**src/sv/aupo_pkg.sv**
```systemverilog
`timescale 1ns / 1ps
`default_nettype none
// ----------------------------------------------------------------------------
// aupo_pkg
// Shared constants, register indexes and the queue word type for the ARGB
// unpremultiply, pack and opaque-run block.
// ----------------------------------------------------------------------------
package aupo_pkg;

	localparam int MAX_SIZE   = 1024;
	localparam int CNT_W      = 10;
	localparam int SIZE_W     = 11;
	localparam int LEN_W      = 11;
	localparam int CH_W       = 8;
	localparam int NUM_CH     = 3;
	localparam int PIX_W      = 32;
	localparam int COLOR_W    = 24;
	localparam int CFG_IDX_W  = 2;
	localparam int CFG_DATA_W = 11;
	localparam int FIFO_DEPTH = 4;
	localparam int FIFO_AW    = $clog2(FIFO_DEPTH);

	localparam logic [CFG_IDX_W-1:0] CFG_IMAGE_SIZE      = 2'd0;
	localparam logic [CFG_IDX_W-1:0] CFG_DEEP_COLOR      = 2'd1;
	localparam logic [CFG_IDX_W-1:0] CFG_ALPHA_THRESHOLD = 2'd2;

	localparam logic [SIZE_W-1:0] RST_IMAGE_SIZE      = 11'd320;
	localparam logic              RST_DEEP_COLOR      = 1'b1;
	localparam logic [CH_W-1:0]   RST_ALPHA_THRESHOLD = 8'd24;

	localparam logic [CH_W-1:0] ALPHA_OPAQUE = 8'hff;
	localparam logic [CH_W-1:0] ALPHA_ZERO   = 8'h00;
	localparam logic [CH_W-1:0] CH_SAT       = 8'hff;

	typedef struct packed {
		logic [PIX_W-1:0]  pixel;
		logic              run_done;
		logic [CNT_W-1:0]  run_row;
		logic [CNT_W-1:0]  run_first_col;
		logic [LEN_W-1:0]  run_length;
		logic              row_last;
		logic              frame_last;
	} aupo_item_t;

endpackage
`default_nettype wire

```
**src/sv/aupo_front.sv**
```systemverilog
`timescale 1ns / 1ps
`default_nettype none
// ----------------------------------------------------------------------------
// aupo_front
// Accepts pixel words, tracks the raster position and opaque runs, and pushes
// the pixel with its run report into the queue.
// ----------------------------------------------------------------------------
module aupo_front import aupo_pkg::*; (
	input  logic                clk,
	input  logic                arst_n,
	input  logic                in_valid,
	output logic                in_ready,
	input  logic [PIX_W-1:0]    argb_pixel,
	input  logic [SIZE_W-1:0]   image_size,
	input  logic [CH_W-1:0]     alpha_threshold,
	input  logic                fifo_full,
	output logic                push,
	output aupo_item_t          push_item
);

	logic [CNT_W-1:0]  col_q;
	logic [CNT_W-1:0]  row_q;
	logic              run_open_q;
	logic [CNT_W-1:0]  run_begin_q;

	logic [SIZE_W-1:0] size_c;
	logic [SIZE_W-1:0] size_m1_w;
	logic [CNT_W-1:0]  size_m1;
	logic              last_col;
	logic              last_row;
	logic              opaque;
	logic [CNT_W-1:0]  begin_eff;
	logic [LEN_W-1:0]  span;
	logic              done;
	logic [CNT_W-1:0]  first;
	logic [LEN_W-1:0]  len;
	logic              open_d;
	logic [CNT_W-1:0]  begin_d;

	assign in_ready = !fifo_full;
	assign push     = in_valid && !fifo_full;

	always_comb begin
		if (image_size == '0) begin
			size_c = SIZE_W'(1);
		end else if (image_size > SIZE_W'(MAX_SIZE)) begin
			size_c = SIZE_W'(MAX_SIZE);
		end else begin
			size_c = image_size;
		end
	end

	assign size_m1_w = size_c - SIZE_W'(1);
	assign size_m1   = size_m1_w[CNT_W-1:0];
	assign last_col  = col_q >= size_m1;
	assign last_row  = row_q >= size_m1;
	assign opaque    = argb_pixel[PIX_W-1 -: CH_W] > alpha_threshold;
	assign begin_eff = run_open_q ? run_begin_q : col_q;
	assign span      = {1'b0, col_q} - {1'b0, begin_eff};

	always_comb begin
		done    = 1'b0;
		first   = '0;
		len     = '0;
		open_d  = run_open_q;
		begin_d = run_begin_q;
		if (opaque) begin
			if (last_col) begin
				done   = 1'b1;
				first  = begin_eff;
				len    = span + LEN_W'(1);
				open_d = 1'b0;
			end else begin
				open_d  = 1'b1;
				begin_d = begin_eff;
			end
		end else if (run_open_q) begin
			done   = 1'b1;
			first  = run_begin_q;
			len    = span;
			open_d = 1'b0;
		end
	end

	always_comb begin
		push_item.pixel         = argb_pixel;
		push_item.run_done      = done;
		push_item.run_row       = done ? row_q : '0;
		push_item.run_first_col = first;
		push_item.run_length    = len;
		push_item.row_last      = last_col;
		push_item.frame_last    = last_col && last_row;
	end

	always_ff @(posedge clk or negedge arst_n) begin
		if (!arst_n) begin
			col_q       <= '0;
			row_q       <= '0;
			run_open_q  <= 1'b0;
			run_begin_q <= '0;
		end else if (push) begin
			run_open_q  <= open_d;
			run_begin_q <= begin_d;
			if (last_col) begin
				col_q <= '0;
				row_q <= last_row ? '0 : row_q + CNT_W'(1);
			end else begin
				col_q <= col_q + CNT_W'(1);
			end
		end
	end

endmodule
`default_nettype wire

```
**src/sv/aupo_fifo.sv**
```systemverilog
`timescale 1ns / 1ps
`default_nettype none
// ----------------------------------------------------------------------------
// aupo_fifo
// Short queue of classified pixel words between the front and the divider.
// ----------------------------------------------------------------------------
module aupo_fifo import aupo_pkg::*; (
	input  logic        clk,
	input  logic        arst_n,
	input  logic        push,
	input  aupo_item_t  push_item,
	output logic        full,
	input  logic        pop,
	output aupo_item_t  pop_item,
	output logic        empty
);

	aupo_item_t          mem_q [FIFO_DEPTH];
	logic [FIFO_AW-1:0]  wr_ptr_q;
	logic [FIFO_AW-1:0]  rd_ptr_q;
	logic [FIFO_AW:0]    count_q;

	assign full     = count_q == (FIFO_AW+1)'(FIFO_DEPTH);
	assign empty    = count_q == '0;
	assign pop_item = mem_q[rd_ptr_q];

	always_ff @(posedge clk) begin
		if (push) begin
			mem_q[wr_ptr_q] <= push_item;
		end
	end

	always_ff @(posedge clk or negedge arst_n) begin
		if (!arst_n) begin
			wr_ptr_q <= '0;
			rd_ptr_q <= '0;
			count_q  <= '0;
		end else begin
			if (push) begin
				wr_ptr_q <= wr_ptr_q + FIFO_AW'(1);
			end
			if (pop) begin
				rd_ptr_q <= rd_ptr_q + FIFO_AW'(1);
			end
			if (push && !pop) begin
				count_q <= count_q + (FIFO_AW+1)'(1);
			end else if (pop && !push) begin
				count_q <= count_q - (FIFO_AW+1)'(1);
			end
		end
	end

endmodule
`default_nettype wire

```
**src/sv/aupo_back.sv**
```systemverilog
`timescale 1ns / 1ps
`default_nettype none
// ----------------------------------------------------------------------------
// aupo_back
// Unpremultiplies the three channels with a bit-serial divider, packs the
// color and holds the finished word in the output register.
// ----------------------------------------------------------------------------
module aupo_back import aupo_pkg::*; (
	input  logic                clk,
	input  logic                arst_n,
	input  logic                fifo_empty,
	input  aupo_item_t          pop_item,
	output logic                pop,
	input  logic                deep_color,
	output logic                out_valid,
	input  logic                out_ready,
	output logic [COLOR_W-1:0]  packed_color,
	output logic                run_done,
	output logic [CNT_W-1:0]    run_row,
	output logic [CNT_W-1:0]    run_first_col,
	output logic [LEN_W-1:0]    run_length,
	output logic                row_last,
	output logic                frame_last
);

	typedef enum logic [2:0] {
		ST_IDLE = 3'b001,
		ST_DIV  = 3'b010,
		ST_HOLD = 3'b100
	} back_state_t;

	back_state_t         state_q;
	logic [2:0]          cnt_q;
	aupo_item_t          item_q;
	logic [CH_W-1:0]     rem_q  [NUM_CH];
	logic [CH_W-1:0]     low_q  [NUM_CH];
	logic [CH_W-1:0]     quo_q  [NUM_CH];
	logic                sat_q  [NUM_CH];
	logic                out_valid_q;

	logic [CH_W-1:0]     in_alpha;
	logic [CH_W-1:0]     alpha;
	logic [2*CH_W-1:0]   scaled   [NUM_CH];
	logic [CH_W:0]       trial    [NUM_CH];
	logic                ge       [NUM_CH];
	logic [CH_W:0]       diff     [NUM_CH];
	logic [CH_W-1:0]     ch_val   [NUM_CH];
	logic [COLOR_W-1:0]  color;
	logic                load_out;

	assign pop       = (state_q == ST_IDLE) && !fifo_empty;
	assign load_out  = (state_q == ST_HOLD) && (!out_valid_q || out_ready);
	assign in_alpha  = pop_item.pixel[PIX_W-1 -: CH_W];
	assign alpha     = item_q.pixel[PIX_W-1 -: CH_W];
	assign out_valid = out_valid_q;

	always_comb begin
		for (int i = 0; i < NUM_CH; i++) begin
			scaled[i] = {pop_item.pixel[CH_W*i +: CH_W], {CH_W{1'b0}}}
				- {{CH_W{1'b0}}, pop_item.pixel[CH_W*i +: CH_W]};
			trial[i]  = {rem_q[i], low_q[i][CH_W-1]};
			ge[i]     = trial[i] >= {1'b0, alpha};
			diff[i]   = trial[i] - {1'b0, alpha};
			if (alpha == ALPHA_OPAQUE) begin
				ch_val[i] = item_q.pixel[CH_W*i +: CH_W];
			end else if (sat_q[i]) begin
				ch_val[i] = CH_SAT;
			end else begin
				ch_val[i] = quo_q[i];
			end
		end
	end

	always_comb begin
		if (alpha == ALPHA_ZERO) begin
			color = '0;
		end else if (deep_color) begin
			color = {ch_val[2], ch_val[1], ch_val[0]};
		end else begin
			color = {8'b0, ch_val[2][7:3], ch_val[1][7:2], ch_val[0][7:3]};
		end
	end

	always_ff @(posedge clk or negedge arst_n) begin
		if (!arst_n) begin
			state_q <= ST_IDLE;
			cnt_q   <= '0;
		end else begin
			case (state_q)
				ST_IDLE: begin
					if (pop) begin
						cnt_q <= 3'(CH_W - 1);
						if (in_alpha == ALPHA_ZERO || in_alpha == ALPHA_OPAQUE) begin
							state_q <= ST_HOLD;
						end else begin
							state_q <= ST_DIV;
						end
					end
				end
				ST_DIV: begin
					cnt_q <= cnt_q - 3'd1;
					if (cnt_q == '0) begin
						state_q <= ST_HOLD;
					end
				end
				ST_HOLD: begin
					if (load_out) begin
						state_q <= ST_IDLE;
					end
				end
				default: begin
					state_q <= ST_IDLE;
				end
			endcase
		end
	end

	always_ff @(posedge clk) begin
		if (pop) begin
			item_q <= pop_item;
			for (int i = 0; i < NUM_CH; i++) begin
				rem_q[i] <= scaled[i][2*CH_W-1 -: CH_W];
				low_q[i] <= scaled[i][CH_W-1:0];
				quo_q[i] <= '0;
				sat_q[i] <= scaled[i][2*CH_W-1 -: CH_W] >= in_alpha;
			end
		end else if (state_q == ST_DIV) begin
			for (int i = 0; i < NUM_CH; i++) begin
				rem_q[i] <= ge[i] ? diff[i][CH_W-1:0] : trial[i][CH_W-1:0];
				low_q[i] <= {low_q[i][CH_W-2:0], 1'b0};
				quo_q[i] <= {quo_q[i][CH_W-2:0], ge[i]};
			end
		end
	end

	always_ff @(posedge clk or negedge arst_n) begin
		if (!arst_n) begin
			out_valid_q <= 1'b0;
		end else if (load_out) begin
			out_valid_q <= 1'b1;
		end else if (out_ready) begin
			out_valid_q <= 1'b0;
		end
	end

	always_ff @(posedge clk) begin
		if (load_out) begin
			packed_color  <= color;
			run_done      <= item_q.run_done;
			run_row       <= item_q.run_row;
			run_first_col <= item_q.run_first_col;
			run_length    <= item_q.run_length;
			row_last      <= item_q.row_last;
			frame_last    <= item_q.frame_last;
		end
	end

endmodule
`default_nettype wire

```
**src/sv/argb_unpremultiply_pack_and_opaque_runs.sv**
```systemverilog
`timescale 1ns / 1ps
`default_nettype none
// ----------------------------------------------------------------------------
// argb_unpremultiply_pack_and_opaque_runs
// Converts premultiplied ARGB pixels to RGB888 or RGB565 and reports the
// opaque runs of each row.
//
//   Channel  Signals                                   Word
//   in       in_valid / in_ready                       argb_pixel
//   out      out_valid / out_ready                     packed_color, run_*,
//                                                      row_last, frame_last
//   cfg      cfg_we, cfg_index, cfg_data               register write
//
// A pixel with alpha 0 or 255 skips the division in the divider stage; any
// other pixel goes through the one-bit-per-cycle division of all three
// channels. The front takes a pixel per cycle until its four-word queue fills.
// Reset clears the raster counters, the run state, the queue and the output valid.
// Either side may stall; the queue and the output register hold their words.
// ----------------------------------------------------------------------------
module argb_unpremultiply_pack_and_opaque_runs import aupo_pkg::*; (
	input  logic                   clk,
	input  logic                   arst_n,
	input  logic                   cfg_we,
	input  logic [CFG_IDX_W-1:0]   cfg_index,
	input  logic [CFG_DATA_W-1:0]  cfg_data,
	input  logic                   in_valid,
	output logic                   in_ready,
	input  logic [PIX_W-1:0]       argb_pixel,
	output logic                   out_valid,
	input  logic                   out_ready,
	output logic [COLOR_W-1:0]     packed_color,
	output logic                   run_done,
	output logic [CNT_W-1:0]       run_row,
	output logic [CNT_W-1:0]       run_first_col,
	output logic [LEN_W-1:0]       run_length,
	output logic                   row_last,
	output logic                   frame_last
);

	logic [SIZE_W-1:0]  image_size_q;
	logic               deep_color_q;
	logic [CH_W-1:0]    alpha_threshold_q;

	logic               push;
	aupo_item_t         push_item;
	logic               fifo_full;
	logic               pop;
	aupo_item_t         pop_item;
	logic               fifo_empty;

	always_ff @(posedge clk or negedge arst_n) begin
		if (!arst_n) begin
			image_size_q      <= RST_IMAGE_SIZE;
			deep_color_q      <= RST_DEEP_COLOR;
			alpha_threshold_q <= RST_ALPHA_THRESHOLD;
		end else if (cfg_we) begin
			case (cfg_index)
				CFG_IMAGE_SIZE: begin
					image_size_q <= cfg_data;
				end
				CFG_DEEP_COLOR: begin
					deep_color_q <= cfg_data[0];
				end
				CFG_ALPHA_THRESHOLD: begin
					alpha_threshold_q <= cfg_data[CH_W-1:0];
				end
				default: begin
				end
			endcase
		end
	end

	aupo_front u_front (
		.clk             (clk),
		.arst_n          (arst_n),
		.in_valid        (in_valid),
		.in_ready        (in_ready),
		.argb_pixel      (argb_pixel),
		.image_size      (image_size_q),
		.alpha_threshold (alpha_threshold_q),
		.fifo_full       (fifo_full),
		.push            (push),
		.push_item       (push_item)
	);

	aupo_fifo u_fifo (
		.clk       (clk),
		.arst_n    (arst_n),
		.push      (push),
		.push_item (push_item),
		.full      (fifo_full),
		.pop       (pop),
		.pop_item  (pop_item),
		.empty     (fifo_empty)
	);

	aupo_back u_back (
		.clk           (clk),
		.arst_n        (arst_n),
		.fifo_empty    (fifo_empty),
		.pop_item      (pop_item),
		.pop           (pop),
		.deep_color    (deep_color_q),
		.out_valid     (out_valid),
		.out_ready     (out_ready),
		.packed_color  (packed_color),
		.run_done      (run_done),
		.run_row       (run_row),
		.run_first_col (run_first_col),
		.run_length    (run_length),
		.row_last      (row_last),
		.frame_last    (frame_last)
	);

endmodule
`default_nettype wire

```
**config.mk**
```make
export PLATFORM = sky130hd
export DESIGN_NAME = argb_unpremultiply_pack_and_opaque_runs
export DESIGN_NICKNAME = d
export VERILOG_FILES = /design/src/sv/aupo_pkg.sv /design/src/sv/aupo_front.sv /design/src/sv/aupo_fifo.sv /design/src/sv/aupo_back.sv /design/src/sv/argb_unpremultiply_pack_and_opaque_runs.sv
export SDC_FILE = /design/constraint.sdc
export NUM_CORES = 1
export LEC_CHECK = 0
export ABC_AREA = 1
export ABC_CLOCK_PERIOD_IN_PS = 11600
export BUFFER_PORTS_ARGS = -buffer_cell sky130_fd_sc_hd__buf_2
export CORE_MARGIN = 2
export CORE_UTILIZATION = 31
export CTS_BUF_LIST = sky130_fd_sc_hd__clkbuf_4 sky130_fd_sc_hd__clkbuf_8
export DETAILED_ROUTE_END_ITERATION = 8
export RECOVER_POWER = 25
export SYNTH_ARGS = -nofsm -noshare
export SYNTH_HDL_FRONTEND = slang
export SYNTH_SLANG_ARGS = --single-unit
```
**constraint.sdc**
```tcl
create_clock -name clk -period 11.6 [get_ports clk]
set_clock_uncertainty 0.05 [all_clocks]
set_input_delay 2.32 -clock clk [delete_from_list [all_inputs] [get_ports clk]]
set_output_delay 2.32 -clock clk [all_outputs]
set_load 0.02 [all_outputs]
```
==> metrics.md <==
| Metric | Value |
|---|---|
| Synth async-reset ratio | about an eighth |
| Finished Core Util | between 30% and 40% |
| Fin cells | roughly 3,400 |
| Worst hold start | u_back.item_q[28] |
| Post-Syn Area | 0.0243 mm² |
| Slew HR | -201% |
| Initial DRC count | 1,238 |
| Reg2reg path depth | 22 |
| Die width | 284 µm |
| Hold path cells | 0 |
| Most frequent cells in the layout | edfxtp_1 (463), nand2_1 (410), inv_1 (235) |
| R2r setup slk | between 3 and 4 ns |
| PwrDens | 318 mW/mm² |
| IO Pins | 110 |
| Post-route ant nets | 0 |
| Avg Cell Area, Syn | between 10 and 15 µm² |
| Area grow syn2layout | 14.4% |
| Post-CTS Hold Buffers | 0 |
| Crit end category | register |
| Peak VDD IR | 0.150 mV |
| Initial antenna violation count | 5 |
| CTS tree | done |
| Startpoint types | register |
| Register area share after synthesis | 64.0% |
| Setup Viol. Count Final | 0 |
| Drt pass-1 iters | 7 |
| Cell Rows | 102 |
| Hold crit path type | register to register |
| Gr usage total | 14.4% |
| Share of layout cells above drive strength 1 | 11.9% |
| Fmax achieved | 129 MHz |
| Worst Path Arrival | around 8.1 ns |
| CTS Buf Count | 88 |
| Die height | 284 µm |
| CTS root buf | clkbuf_8 |
| Critical path required time | 11.99 ns |
| Vias | ~16,000 |
| Fillers | ~7,600 |
| Gr ovfl total | 0 |
| Commonest non-fill, non-tap cell in the layout | edfxtp_1 |
| RR Endpoint | u_back.sat_q[0][0] |
| Post-CTS Setup Bufs | 0 |
| Fin crit share | between 60% and 70% |
| LEAKAGE | 0.0110 µW |
| Number of enable flip-flop cells after synthesis | 463 |
| Vias per cell | 4.80 |
| Global-route wire length before repair | 91,200 µm |
| DRC | 0 |
| Wire length per cell | 17.1 µm |
| Failing checks | capacitance limit, slew limit |
| Pin count of the biggest net entering global routing | 97 |
| Min Tclk post-route | 7.72 ns |
| Clock-pin slew on the worst setup and hold paths | roughly 0.070 ns |
| I/O Buffers | 109 |
| H-Tree Depth | 3 |
| Synth cell types | 54 |
| Synth warn | 0 |
| RSZ-0062 raised after global routing | false |
| Worst Max-Slew Pin Slew | 4.52 ns |
| Nets | 2,477 |
| Die area | roughly 0.081 mm² |
| Synth Instances | 2,187 |
| Status | finished, violations left |
| Post-cts sizing count | 0 |
| FF-to-FF Start | u_fifo.rd_ptr_q[0] |
| Clock sink count | ~530 |
| Worst-Skew Late Latency | slightly below 0.7 ns |
| Max-slew violations | 446 |
| RePlAce Congestion | roughly 0.86 |
| Hold Violations, Final | 0 |
| Initial Utilization | 31.3% |
| Main synth FF type | edfxtp_1 |
| WHS Endpoint | u_back.run_row[5] |
| WL final | 58,700 µm |
| Crit-path max FO | 85 |
| Number of global-route vias before repair | roughly 16,000 |
| CTS Buffer Depth | 3 |
| Core Area | 0.0775 mm² |
| Max-cap violations | 7 |
| Yosys reg bits | around 530 |
| Mapped Nets | 2,336 |
| Crit Path Class | register to register |
| DP Wirelength | 38,400 µm |
| Placed insts | 3,278 |
| Setup TNS | 0 ns |
[sequential cells by signal (all words and copies together) (netlist names), 8 cells and up]
signal	count
alpha_threshold_q	8
image_size_q	11
u_back.alpha	8
u_back.item_q	58
u_back.low_q	24
u_back.packed_color	24
u_back.quo_q	24
u_back.rem_q	24
u_back.run_first_col	10
u_back.run_length	11
u_back.run_row	10
u_fifo.mem_q	264
u_front.col_q	10
u_front.row_q	10
u_front.run_begin_q	10
[layout make-up]
cell class	instances	area, µm²	area share, %
repair buffers	128	616	2.22
diodes	2	5.00	0.0180
clock inverters	44	459	1.65
multi-input cells	1339	7470	26.9
well taps	1040	1300	4.69
flip-flops and latches	528	15500	56.0
clock buffers	114	1460	5.27
inverters	243	918	3.31
[Yosys cell counts, types with 10 or more instances]
cell type | count | area share, %
edfxtp_1 | 463 | 57
nand2_1 | 410 | 6.3
inv_1 | 235 | 3.6
nor2_1 | 212 | 3.3
o21ai_0 | 167 | 3.4
ha_1 | 94 | 4.8
a21oi_1 | 86 | 1.8
nand3_1 | 68 | 1.4
dfrtp_1 | 59 | 6.1
o22ai_1 | 51 | 1.3
xor2_1 | 49 | 1.8
clkbuf_1 | 46 | 0.71
nor3_1 | 28 | 0.58
a32oi_1 | 21 | 0.76
buf_2 | 16 | 0.33
o21ai_1 | 15 | 0.31
o211ai_1 | 14 | 0.43
xnor2_1 | 14 | 0.51
nand4_1 | 11 | 0.28
o21a_1 | 11 | 0.34
nor2_2 | 10 | 0.26
[power by group]
| part | leakage [µW] | internal (µW) | switching, µW |
|---|---|---|---|
| Sequential | 0.00516 | 3010 | 285 |
| Combinational | 0.00482 | 1180 | 2550 |
| Clock | 0.00101 | 1030 | 762 |
| Total | 0.0110 | 5220 | 3590 |
[kinds of logic after synthesis]
family | Yosys count | synth area share [%]
buf+inv | 320 | 5.38
simple gates | 767 | 13.0
flops | 528 | 64.0
mux | 2 | 0.0928
xor+xnor | 63 | 2.27
fa+ha+maj | 99 | 5.26
compound gates | 408 | 9.97
[per-layer routing]
metal | up-vias | global-route usage, % | routed length, µm
met5 | - | 0 | 10
met4 | 2 | 4.70 | 1420
met3 | 111 | 2.77 | 3080
met2 | 441 | 23.1 | 26900
met1 | 8041 | 19.7 | 27300
li1 | 7893 | - | -
[stage by stage]
stage               total power, µW  setup WS [ns]  hold WS [ns]  instance area, µm²
finish                         8820           3.88         0.367               27800
global route                   9500           3.17         0.381               27800
detailed placement             7030           6.23         0.355               25900
global placement               6910           6.30         0.354               25900
CTS                            8850           6.22         0.368               27800
floorplan                      5950           5.35         0.350               24300
[how the worst max path moves through the flow]
stage,from,to,cells after the start
finish,u_fifo.rd_ptr_q[0],u_back.sat_q[0][0],22
global route,u_fifo.rd_ptr_q[0],u_back.sat_q[0][0],22
CTS,u_fifo.rd_ptr_q[0],u_back.sat_q[0][1],20
detailed placement,u_fifo.rd_ptr_q[0],u_back.sat_q[0][1],20
global placement,u_fifo.rd_ptr_q[0],u_back.sat_q[0][1],20
floorplan,u_back.state_q[0],u_back.low_q[0][0],6
[worst max-delay path, cell delays in order, from the launching register on]
cell      delay (ns)
dfrtp_1         1.51
clkbuf_1        2.69
a21oi_1         0.20
a32oi_1         0.34
clkbuf_1        0.42
inv_1           0.15
ha_1            0.25
nand2_1         0.07
nor2_1          0.05
inv_1           0.11
nor2_1          0.06
nand3_1         0.14
nor2_1          0.08
xor2_1          0.18
ha_1            0.29
inv_1           0.05
a21boi_0        0.07
o21a_1          0.17
o21a_1          0.17
o211ai_1        0.15
nand2_1         0.07
a21oi_1         0.13
o21bai_1        0.07
Power figures use the tool's default switching activity.
